[config.mk]
export PLATFORM = sky130hd
export DESIGN_NAME = its_front
export DESIGN_NICKNAME = d
export VERILOG_FILES = /design/src/hw/rtl/its_pkg.sv /design/src/hw/rtl/its_front.sv
export SDC_FILE = /design/constraint.sdc
export NUM_CORES = 1
export LEC_CHECK = 0
export BUFFER_PORTS_ARGS = -buffer_cell sky130_fd_sc_hd__buf_2
export CORE_ASPECT_RATIO = 0.7
export CORE_MARGIN = 1
export CORE_UTILIZATION = 45
export DETAILED_ROUTE_END_ITERATION = 8
export GPL_ROUTABILITY_DRIVEN = 0
export GPL_TIMING_DRIVEN = 0
export PLACE_DENSITY = 0.77
export SYNTH_ARGS = -nofsm -noshare
export SYNTH_HDL_FRONTEND = slang
export SYNTH_SLANG_ARGS = --single-unit
[constraint.sdc]
create_clock -name clk -period 4.4 [get_ports clk]
set_input_delay 1.1 -clock clk [delete_from_list [all_inputs] [get_ports clk]]
set_output_delay 1.1 -clock clk [all_outputs]
set_load 0.005 [all_outputs]
[src/hw/rtl/its_pkg.sv]
// ----------------------------------------------------------------------------
// its_pkg: shared types and constants
// Item layouts, operation codes and widths for the interval timer block.
// ----------------------------------------------------------------------------
package its_pkg;

	localparam int NUM_TIMERS_DEF = 16;
	localparam int ID_W = 4;
	localparam int STAMP_W = 63;
	localparam int SUM_W = 64;
	localparam int CNT_W = 32;
	localparam int DEV_W = 32;

	typedef enum logic [1:0] {
		OP_START  = 2'd0,
		OP_STOP   = 2'd1,
		OP_REPORT = 2'd2,
		OP_CLEAR  = 2'd3
	} op_t;

	typedef struct packed {
		logic [1:0]         operation;
		logic [ID_W-1:0]    timer_id;
		logic [STAMP_W-1:0] timestamp_ns;
	} in_item_t;

	typedef struct packed {
		logic [ID_W-1:0]    report_id;
		logic [CNT_W-1:0]   sample_count;
		logic [STAMP_W-1:0] mean_ns;
		logic [DEV_W-1:0]   deviation_ns;
		logic [STAMP_W-1:0] longest_ns;
	} out_item_t;

	// Item handed from the front part to the back part
	typedef struct packed {
		logic [1:0]         operation;
		logic [ID_W-1:0]    timer_id;
		logic [STAMP_W-1:0] timestamp_ns;
	} cmd_t;

endpackage

[src/hw/rtl/its_front.sv]
// ----------------------------------------------------------------------------
// its_front: command intake
// Accepts items, drops out-of-range timer indices, queues the rest.
// ----------------------------------------------------------------------------
module its_front import its_pkg::*; #(
	parameter int NUM_TIMERS = NUM_TIMERS_DEF
) (
	input  logic     clk,
	input  logic     arst_n,
	input  logic     start,
	input  in_item_t in_item,
	output logic     busy,
	output logic     cmd_valid,
	output cmd_t     cmd,
	input  logic     cmd_take
);

	localparam int QD = 2;

	cmd_t       q_mem_q [QD];
	logic       wr_ptr_q, rd_ptr_q;
	logic [1:0] fill_q;
	logic       push, in_range;

	// classify: only in-range timers go on
	assign in_range = ({1'b0, in_item.timer_id} < (ID_W+1)'(NUM_TIMERS));
	assign busy = (fill_q == 2'(QD));
	assign push = start && !busy && in_range;
	assign cmd_valid = (fill_q != 2'd0);
	assign cmd = q_mem_q[rd_ptr_q];

	// hold queued items
	always_ff @(posedge clk) begin
		if (push) begin
			q_mem_q[wr_ptr_q] <= cmd_t'(in_item);
		end
	end

	// advance pointers
	always_ff @(posedge clk or negedge arst_n) begin
		if (!arst_n) begin
			wr_ptr_q <= 1'b0;
			rd_ptr_q <= 1'b0;
			fill_q <= 2'd0;
		end else begin
			if (push) wr_ptr_q <= ~wr_ptr_q;
			if (cmd_take) rd_ptr_q <= ~rd_ptr_q;
			fill_q <= fill_q + 2'(push) - 2'(cmd_take);
		end
	end

endmodule

## After elaboration in Yosys (flattened, before gate mapping)

Memories as Yosys holds them, arrays and structs flattened.
Cells that the tools add are included.
W data, S select, Z words.

| storage, ports and cells | value |
|---|---|
| bits in registers | 4 |
| memory bits (writable) | 138 |
| bits of input ports | 73 |
| output and inout port bits | 71 |
| memories | 1 |

| cells by class | value |
|---|---|
| $add $sub $neg | 2 |
| equal/unequal tests | 1 |
| mux-type cells | 2 |
| bitwise gates (word level) | 2 |
| reduce and logical (&&, ||, !) cells | 3 |

Memory list:

| name | words | bits a word | read ports | clocked after Yosys merged registers in | write ports | line | text |
|---|---|---|---|---|---|---|---|
| q_mem_q | 2 | 69 | 1 | 0 | 1 | its_front.sv:20 | `cmd_t q_mem_q [QD];` |

Operators with widths:

| operator | count |
|---|---|
| $add A2 B1 Y2 | 1 |
| $eq A2 B2 Y1 const B | 1 |
| $mux W1 | 2 |
| $not A1 Y1 | 2 |
| $reduce_bool A2 Y1 | 1 |
| $sub A2 B1 Y2 | 1 |
| $logic_and A1 B1 Y1 | 1 |
| $logic_not A1 Y1 | 1 |

## Logic depth before layout (Yosys ltp)

Gate-level depths: netlist of run 1.

| logic depth | value |
|---|---|
| depth in word-level cells | 5 |
| gate-level depth with buffers | 7 |

## Least setup slack after synthesis of run 1

Ideal clock, no wire load.

| timing | value |
|---|---|
| path type | in2reg |
| start | input port start |
| end | memory q_mem_q[0][0] (netlist name), enable pin |
| arrival time | 4.076 ns |
| slack | -0.172 ns |
| cell stages on the path | 2 |
| cell sequence | nand2_1 > nor2_1 |

| on the way | value |
|---|---|
| word-level cells in the longest chain between the ends | 3 |

RTL lines:

| item | line | text |
|---|---|---|
| from (decl) | its_front.sv:10 | `input logic start,` |
| $logic_and A1 B1 Y1 | its_front.sv:28 | `assign push = start && !busy && in_range;` |
| $mux W1 | its_front.sv:34 | `if (push) begin` |
| $mux W1 (implied by the code) | its_front.sv:35 | `q_mem_q[wr_ptr_q] <= cmd_t'(in_item);` |
| to (decl) | its_front.sv:20 |  |

Every way passes these cells.

==> results.py, run 1 <==
metrics = {
    "run_status": {
        "status": "finished, final reports clean",
    },
    "clock_tree": {
        "clock_latency_ps": 400,
        "cts_buffers": 17,
        "clock_path_buffers": 2,
        "clock-sinks": 142,
        "cts.clk_slew.worst_paths_ps": 60,
        "cts_hold_buf": 0,
        "htreeDepth": 4,
        "cts_root_buffer": "clkbuf_16",
        "cts_setup_buffers": 0,
        "cts_resized": 0,
        "tritoncts": "yes",
    },
    "synthesis": {
        "synth_top_family_by_area": "multiplexers",
        "synth_xor_area_share_pct": 0.6341,
        "synth_common_cells": "edfxtp_1 (138), mux2_4 (69), buf_12 (7)",
        "ys.flop_type": "edfxtp_1",
        "synth-warning-count": 0,
        "synth.distinct_cells": 14,
        "ys_ff_latch": 142,
        "synth_edf_count": 138,
        "syn-num-nets": 307,
        "synthSimpleGateAreaFrac_pct": 0.4755,
        "async_reset_ff_share_pct": 2.817,
        "synth_cells": 232,
        "synth-adder-area-share_pct": 0.4529,
        "synthMuxAreaShare_pct": 18.75,
        "synth_compound_area_share_pct": 0,
        "netlist.area_leader.share_pct": 75.00,
        "synthTopCellsByArea": "edfxtp_1 (75%), mux2_4 (19%), buf_12 (2.5%)",
        "syn_area_mm2": 0.005525,
        "synth_most_common_cell": "edfxtp_1",
        "synth.largest_area_cell": "edfxtp_1",
        "ys_seq_area_share_pct": 76.81,
        "synth_area_per_cell_um2": 23.82,
    },
    "finish": {
        "area_growth_pct": 29.05,
        "num_antenna_cells": 0,
        "instances_no_fill": 567,
        "fillers": 871,
        "multi_input_area_mm2": 0.001135,
        "num-nets-final": 472,
        "ff_latch_area_mm2": 0.004244,
        "drive_above_1_share_pct": 62.44,
    },
    "routing": {
        "drc_errors": 0,
        "drtPass1Iterations": 4,
        "drt_iter0_markers": 105,
        "viasPerCell": 4.737,
        "route.vias.total": 2686,
        "detail-route-antenna-nets": 0,
        "wl_mm": 9.346,
        "wl_per_cell_um": 16.48,
    },
    "sta": {
        "finalClockSkew_ps": 8.639,
        "period_share_pct": 60.49,
        "worst_pin_slew_ps": 481.6,
        "fin_crit_ps": 2661,
        "hold_viol": 0,
        "timing.final.max_slew_violations": 0,
        "setup_viol": 0,
        "relSlewSlack_pct": 67.90,
        "finalSetupTns_ps": 0,
        "grt_setup_unrepaired": "false",
        "achievable-frequency_mhz": 375.8,
    },
    "critical_path": {
        "criticalPathCategory": "reg2out",
        "cp_max_fo": 10,
        "endpoint_kind": "output port",
        "cp-start-kind": "register",
        "critPathRequiredTime_ps": 3300,
        "cp.arrival_ps": 1560,
        "ff2ff_setup_slack_ps": 2720,
    },
    "floorplan": {
        "die_w_um": 134.4,
        "io_pins": 144,
        "fp.dieH_um": 94.71,
        "start_util_pct": 46.63,
        "core-area_mm2": 0.01185,
        "num_rows": 33,
        "dieArea_mm2": 0.01273,
    },
    "pwr": {
        "vdd_drop_max_v": 0.0003507,
        "p_leak_nw": 2.902,
        "power_density_mw_per_mm2": 694.0,
    },
    "grt": {
        "grt.overflow.total": 0,
        "grt_pass1_vias": 2810,
        "grt_pass1_wl_mm": 13.93,
        "grt_max_degree": 39,
        "antenna_found_initial": 0,
        "grt_use_total_pct": 15.28,
    },
    "placed_design": {
        "dp_hpwl_mm": 6.229,
        "place_inst": 535,
        "portBuffers": 143,
    },
    "worst_hold_path": {
        "hold_class": "in2async",
    },
    "job": {
        "cap_violations": 0,
    },
}
-- cell usage in the layout (no fill, tap or decap) --
cell and instances:
inv_1 2, clkinv_4 2, nand2_1 1, inv_6 2, clkbuf_16 17, clkinv_1 1
clkinv_2 2, xnor2_1 3, and3_4 1, mux2_4 69, buf_12 10, bufinv_16 4
buf_6 1, or2_2 1, clkbuf_1 1, xor2_1 1, buf_2 143, nor2_4 1
ha_1 2, clkinvlp_4 3, edfxtp_1 138, dfrtp_1 4, nand2b_1 1
-- state kept, by name, summed over array words and instances (netlist names) --
signal,cells
fill_q,2
wr_ptr_q,1
q_mem_q,138
rd_ptr_q,1
-- kinds of logic (layout without fill, tap and decap cells) --
logic type                 count (synthesis)  in the layout
xor gates and xnor gates                   4              4
adders and majority gates                  2              2
buffers and inverters                     10            188
DFF                                      142            142
muxes                                     69             69
and+or+nand+nor                            5              5
-- where the power goes --
group	switching [W]	leakage, nW	internal [W]	total [W]
clock	0.000532	0.294	0.000949	0.00148
combinational	0.000656	1.28	0.000877	0.00153
sequential	0.0000844	1.33	0.00185	0.00193
total	0.00127	2.90	0.00368	0.00495
-- per-stage QoR --
step	power, W	setup WS, ps	hold WS, ps	instance area [um^2]	util, %
final	0.004949	1739	496.4	7131	60.17
after global routing	0.005179	1678	473.3	7131	60.17
after CTS	0.005011	1699	480.1	7131	60.17
after detailed placement	0.003517	2040	518.7	6510	54.94
after global placement	0.003453	-24.29	491.9	6440	54.34
after floorplan	0.002988	983.1	478.3	5528	-
-- worst paths after layout --
path | start | to | depth (start not counted)
max | rd_ptr_q | cmd[9] | 4
min | arst_n | fill_q[0] | 1
max reg2reg | fill_q[1] | q_mem_q[1][26] | 3
min reg2reg | fill_q[0] | fill_q[0] | 1
max in group asynchronous | arst_n | wr_ptr_q | 1
min in group clk | fill_q[0] | fill_q[0] | 1
-- critical path, stage by stage (launching register included) --
cell	delay, ps
dfrtp_1	340
buf_6	200
buf_12	180
mux2_4	300
buf_2	140
-- final cells by class --
class / instances / share of cell area, %
Clock inverter: 14 / 2.685
Tap cell: 157 / 2.755
Timing Repair Buffer: 146 / 10.88
Clock buffer: 18 / 6.019
Inverter: 2 / 0.1053
Sequential cell: 142 / 59.52
Multi-Input combinational cell: 80 / 15.92
Buffer: 8 / 2.123
-- per-layer routing --
| layer | vias up | global-route usage (%) | share of wire (%) |
|---|---|---|---|
| met3 | 8 | 7.676 | 9.7 |
| met5 | - | 0 | 0 |
| met4 | 0 | 5.993 | 0.49 |
| met1 | 1307 | 17.06 | 41 |
| li1 | 1248 | - | - |
| met2 | 123 | 25.22 | 49 |
No activity file was read; power rests on OpenSTA's default activity.
==> run 2, diff against run 1 <==
--- a/config.mk
+++ b/config.mk
@@ -5,6 +5,7 @@
 export SDC_FILE = /design/constraint.sdc
 export NUM_CORES = 1
 export LEC_CHECK = 0
+export ABC_AREA = 1
 export BUFFER_PORTS_ARGS = -buffer_cell sky130_fd_sc_hd__buf_2
 export CORE_ASPECT_RATIO = 0.7
 export CORE_MARGIN = 1
==> constraint.sdc (replaced) <==
create_clock -name clk -period 2.6 [get_ports clk]
set_input_delay 0.65 -clock clk [delete_from_list [all_inputs] [get_ports clk]]
set_output_delay 0.65 -clock clk [all_outputs]
set_load 0.005 [all_outputs]
==> results.py, run 2 <==
metrics = {
    "critical_path": {
        "endpoint_kind": "output port",
        "cp_common_cell": "buf_2",
        "max_stage_delay_ps": 420,
        "cp-start-kind": "register",
        "cp.arrival_ps": 1610,
        "critPathBufInv": 3,
        "criticalPathCategory": "reg2out",
        "critPathRequiredTime_ps": 1950,
        "worst_path_max_delay_cell": "dfrtp_1",
        "cp_max_fo": 10,
        "path_cells": "buf_6 > buf_2 > o21ai_0 > buf_2",
        "cp_top_family": "buffers and inverters",
    },
    "sta": {
        "finalClockSkew_ps": 5.295,
        "fin_crit_ps": 2259,
        "holdWs_ps": 46.32,
        "period_share_pct": 86.89,
        "hold_viol": 0,
        "grt_setup_unrepaired": "false",
        "timing.final.max_slew_violations": 0,
        "setup_viol": 0,
        "achievable-frequency_mhz": 442.6,
        "relSlewSlack_pct": 39.42,
        "worst_pin_slew_ps": 908.7,
    },
    "floorplan": {
        "start_util_pct": 47.33,
        "fp.dieH_um": 93.02,
        "dieArea_mm2": 0.01228,
        "io_pins": 144,
        "die_w_um": 132.0,
        "core-area_mm2": 0.01125,
        "num_rows": 32,
    },
    "synthesis": {
        "ys_seq_area_share_pct": 79.70,
        "synth_cells": 388,
        "synth_edf_count": 138,
        "ys_ff_latch": 142,
        "syn-num-nets": 463,
        "ys.flop_type": "edfxtp_1",
        "synth-warning-count": 0,
        "synth.distinct_cells": 14,
        "synth.largest_area_cell": "edfxtp_1",
        "synth_area_per_cell_um2": 13.72,
        "async_reset_ff_share_pct": 2.817,
        "synth_common_cells": "edfxtp_1 (138), nand2_1 (79), inv_1 (77)",
        "netlist.area_leader.share_pct": 77.82,
        "synthTopCellsByArea": "edfxtp_1 (78%), o21ai_0 (5.9%), nand2_1 (5.6%)",
        "syn_area_mm2": 0.005325,
        "synth_most_common_cell": "edfxtp_1",
    },
    "finish": {
        "drive_above_1_share_pct": 33.63,
        "largest_reg_flops": 138,
        "area_growth_pct": 29.82,
        "num-nets-final": 627,
        "layout_commonest_cell": "buf_2",
        "fillers": 861,
        "final_cell_area_mm2": 0.006913,
        "top_register": "q_mem_q",
        "instances_no_fill": 719,
        "final_cell_mix": "buf_2 (147), edfxtp_1 (138), nand2_1 (79)",
        "reg.largest.list": "q_mem_q: 138 flops, fill_q: 2 flops",
    },
    "pwr": {
        "p_switching_w": 0.002343,
        "power.share.clock_pct": 31.8,
        "p_leak_nw": 2.994,
        "power_density_mw_per_mm2": 1144,
        "total_power_w": 0.007908,
        "internal-power_w": 0.005565,
        "p_comb_share_pct": 27.0,
        "vdd_drop_max_v": 0.0007276,
        "seqPwrFrac_pct": 41.2,
        "power_switching_share_pct": 29.63,
    },
    "routing": {
        "drtPass1Iterations": 4,
        "wl_per_cell_um": 14.55,
        "drt_iter0_markers": 159,
        "wl_met3_um": 832,
        "drc_errors": 0,
        "route.vias.total": 3392,
        "wl_met1_mm": 4.376,
        "detail-route-antenna-nets": 0,
        "viasPerCell": 4.718,
        "routed.top_layer": "met5",
        "wl_mm": 10.46,
        "route.met2.wl_mm": 5.121,
    },
    "clock_tree": {
        "tritoncts": "yes",
        "clock_latency_ps": 400,
        "clock-sinks": 142,
        "cts_hold_buf": 0,
        "cts_resized": 0,
        "htreeDepth": 4,
        "cts_setup_buffers": 0,
        "cts_buffers": 17,
        "cts_root_buffer": "clkbuf_16",
        "cts.clk_slew.worst_paths_ps": 60,
        "clock_path_buffers": 2,
    },
    "grt": {
        "grt_max_degree": 70,
        "grt_pass1_vias": 3476,
        "grt.overflow.total": 0,
        "grt_use_total_pct": 18.15,
        "grt_pass1_wl_mm": 16.55,
        "antenna_found_initial": 2,
    },
    "placed_design": {
        "placed_cell_area_mm2": 0.006290,
        "place_inst": 686,
        "dp_hpwl_mm": 6.820,
        "portBuffers": 143,
    },
    "run_status": {
        "status": "finished, final reports clean",
    },
    "job": {
        "cap_violations": 0,
    },
    "worst_hold_path": {
        "hold_class": "in2async",
    },
}
run 2: cell types whose count changed in the layout (fill, tap and decap cells not counted), sizes merged:
cell	previous run	this run
nand2	1	79
inv	4	80
mux2	69	0
o21ai	0	69
buf	154	158
clkbuf	18	21
xnor2	3	0
clkinv	5	3
nand3	0	2
and3	1	0
diode	0	1
nand2b	1	0
or2	1	0
run 2: stage by stage:
| stage | utilization, % | worst slack, ps | TNS, ps |
|---|---|---|---|
| 6_report | 61.44 | 340.8 | 0 |
| 5_1_grt | 61.42 | 218.2 | 0 |
| 4_1_cts | 61.42 | 322.3 | 0 |
| 3_5_place_dp | 55.91 | 533.5 | 0 |
| 3_3_place_gp | 55.46 | -702.5 | -61690 |
| 2_1_floorplan | - | 85.68 | 0 |
run 2: kinds of logic after synthesis:
logic type | synth area share [%]
fa+ha+maj | 0.4698
flops | 79.70
simple gates | 5.827
xor+xnor | 0.1645
buf+inv | 7.354
compound gates | 6.485
run 2: cell type report:
class                   count  area, um^2  share of cell area [%]
clock buffers              19       432.9                   6.262
diodes                      1       2.502                 0.03620
clock inverters            13       187.7                   2.715
multi-input cells         154       696.9                   10.08
well taps                 153       191.4                   2.769
inverters                  77       291.5                   4.217
plain buffers              15       102.6                   1.484
repair buffers            145       763.2                   11.04
flip-flops and latches    142        4244                   61.39
run 2: metal layers:
metal	GRT usage, %	vias to the layer above
met3	6.612	17
met2	30.82	150
met1	21.17	1588
met5	0	-
met4	7.171	2
li1	-	1635
run 2: power groups by stage:
stage | sequential (W) | combinational (W) | clock (W)
floorplan | 0.00328 | 0.00112 | 0
detailed placement | 0.00330 | 0.00214 | 0
CTS | 0.00326 | 0.00217 | 0.00256
global placement | 0.00331 | 0.00203 | 0
finish | 0.00326 | 0.00213 | 0.00252
global route | 0.00330 | 0.00240 | 0.00265
run 2: worst paths after layout:
kind | cells past startpoint | from | to | slack [ps]
setup / recovery | 4 | rd_ptr_q | cmd[57] | 340
hold / removal | 1 | arst_n | fill_q[1] | 50
setup reg to reg | 5 | fill_q[0] | q_mem_q[1][43] | 780
hold reg to reg | 2 | wr_ptr_q | wr_ptr_q | 520
max in group asynchronous | 1 | arst_n | wr_ptr_q | 2430
min in group clk | 1 | in_item[6] | q_mem_q[1][6] | 430
==> run 3, diff against run 2 <==
--- a/config.mk
+++ b/config.mk
@@ -13,6 +13,7 @@
 export DETAILED_ROUTE_END_ITERATION = 8
 export GPL_ROUTABILITY_DRIVEN = 0
 export GPL_TIMING_DRIVEN = 0
+export MAX_ROUTING_LAYER = met4
 export PLACE_DENSITY = 0.77
 export SYNTH_ARGS = -nofsm -noshare
 export SYNTH_HDL_FRONTEND = slang
==> results.py, run 3 (same netlist as run 2, synthesis figures left out) <==
metrics = {
    "routing": {
        "wl_per_cell_um": 14.43,
        "wl_mm": 10.39,
        "drt_iter0_markers": 148,
        "viasPerCell": 4.688,
        "detail-route-antenna-nets": 0,
        "drtPass1Iterations": 4,
        "route.vias.total": 3375,
        "drc_errors": 0,
    },
    "critical_path": {
        "cp-start-kind": "register",
        "cp_max_fo": 10,
        "ff2ff_setup_slack_ps": 780,
        "worst-r2r-cell-count": 5,
        "rr_endpoint": "q_mem_q[1][43]",
        "criticalPathCategory": "reg2out",
        "cp.arrival_ps": 1610,
        "endpoint_kind": "output port",
        "critPathRequiredTime_ps": 1950,
        "rr_startpoint": "fill_q[0]",
    },
    "grt": {
        "grt_use_total_pct": 18.68,
        "grt_pass1_vias": 3480,
        "grt_pass1_wl_mm": 16.53,
        "grt.overflow.total": 0,
        "antenna_found_initial": 2,
        "grt_max_degree": 70,
    },
    "job": {
        "cap_violations": 0,
    },
    "sta": {
        "setup_slack_ps": 336.3,
        "timing.final.max_slew_violations": 0,
        "holdWs_ps": 44.38,
        "fin_crit_ps": 2264,
        "achievable-frequency_mhz": 441.8,
        "worst_pin_slew_ps": 896.0,
        "relSlewSlack_pct": 40.26,
        "grt_setup_unrepaired": "false",
        "period_share_pct": 87.06,
        "finalClockSkew_ps": 4.505,
        "hold_viol": 0,
        "setup_viol": 0,
    },
    "floorplan": {
        "io_pins": 144,
        "num_rows": 32,
        "core-area_mm2": 0.01125,
        "fp.dieH_um": 93.02,
        "dieArea_mm2": 0.01228,
        "die_w_um": 132.0,
        "start_util_pct": 47.33,
    },
    "clock_tree": {
        "cts_resized": 0,
        "clock_latency_ps": 400,
        "cts_hold_buf": 0,
        "htreeDepth": 4,
        "cts.clk_slew.worst_paths_ps": 60,
        "clock-sinks": 142,
        "clock_path_buffers": 2,
        "tritoncts": "yes",
        "cts_setup_buffers": 0,
        "cts_root_buffer": "clkbuf_16",
        "cts_buffers": 17,
    },
    "placed_design": {
        "portBuffers": 143,
        "pre_cts_ws_ps": 533.5,
        "dp_hpwl_mm": 6.820,
        "placed_cell_area_mm2": 0.006290,
    },
    "pwr": {
        "power_density_mw_per_mm2": 1144,
        "vdd_drop_max_v": 0.0007267,
        "total_power_w": 0.007909,
        "p_leak_nw": 2.994,
    },
    "finish": {
        "drive_above_1_share_pct": 33.63,
        "final_cell_area_mm2": 0.006915,
        "post-route-util_pct": 61.47,
        "top_register": "q_mem_q",
        "multi_input_area_um2": 696.9,
        "fillers": 860,
        "num-nets-final": 627,
        "area_growth_pct": 29.86,
        "layout_commonest_cell": "buf_2",
        "ff_latch_area_mm2": 0.004244,
        "reg.largest.list": "q_mem_q: 138 flops, fill_q: 2 flops",
        "largest_reg_flops": 138,
        "final_cell_mix": "buf_2 (147), edfxtp_1 (138), nand2_1 (79)",
    },
    "worst_hold_path": {
        "hold_class": "in2async",
    },
    "run_status": {
        "status": "finished, final reports clean",
    },
}
-- run 3: through the flow --
| step | setup TNS, ps | cells |
|---|---|---|
| final | 0 | 720 |
| after global routing | 0 | 720 |
| after CTS | 0 | 718 |
| after detailed placement | 0 | 686 |
| after global placement | -61690 | 684 |
| after floorplan | 0 | 388 |
-- run 3: power breakdown --
group	switching, W	internal [W]	leakage [nW]
registers	0.000131	0.00313	1.33
clock network	0.000908	0.00161	0.294
logic	0.00130	0.000827	1.37
-- run 3: cell type report --
cell class	instances	area share, %
antenna	2	0.07237
tap	153	2.768
multi-input combinational	154	10.08
clock buffer	19	6.260
clock inverter	13	2.714
timing repair buffer	145	11.04
buffer	15	1.484
sequential	142	61.37
inverter	77	4.216
-- run 3: worst max path at each step --
stage | slack (ps) | to | from | cells after the start
after floorplan | 90 | q_mem_q[0][0] | start | 2
after global placement | -700 | q_mem_q[0][38] | start | 3
after detailed placement | 530 | q_mem_q[1][38] | start | 4
after CTS | 320 | cmd[57] | rd_ptr_q | 4
after global routing | 220 | cmd[57] | rd_ptr_q | 4
final | 340 | cmd[57] | rd_ptr_q | 4
-- run 3: critical path, stage by stage, from the launching register on --
cell and delay, ps:
dfrtp_1 420, buf_6 170, buf_2 210, o21ai_0 250, buf_2 160
-- run 3: metal layers --
metal / part of all wire [%] / up-vias / track usage, %
met1: 43 / 1582 / 21.47
met2: 48 / 141 / 30.86
li1: - / 1636 / -
met5: 0 / - / -
met3: 7.2 / 16 / 6.070
met4: 1.2 / 0 / 7.171
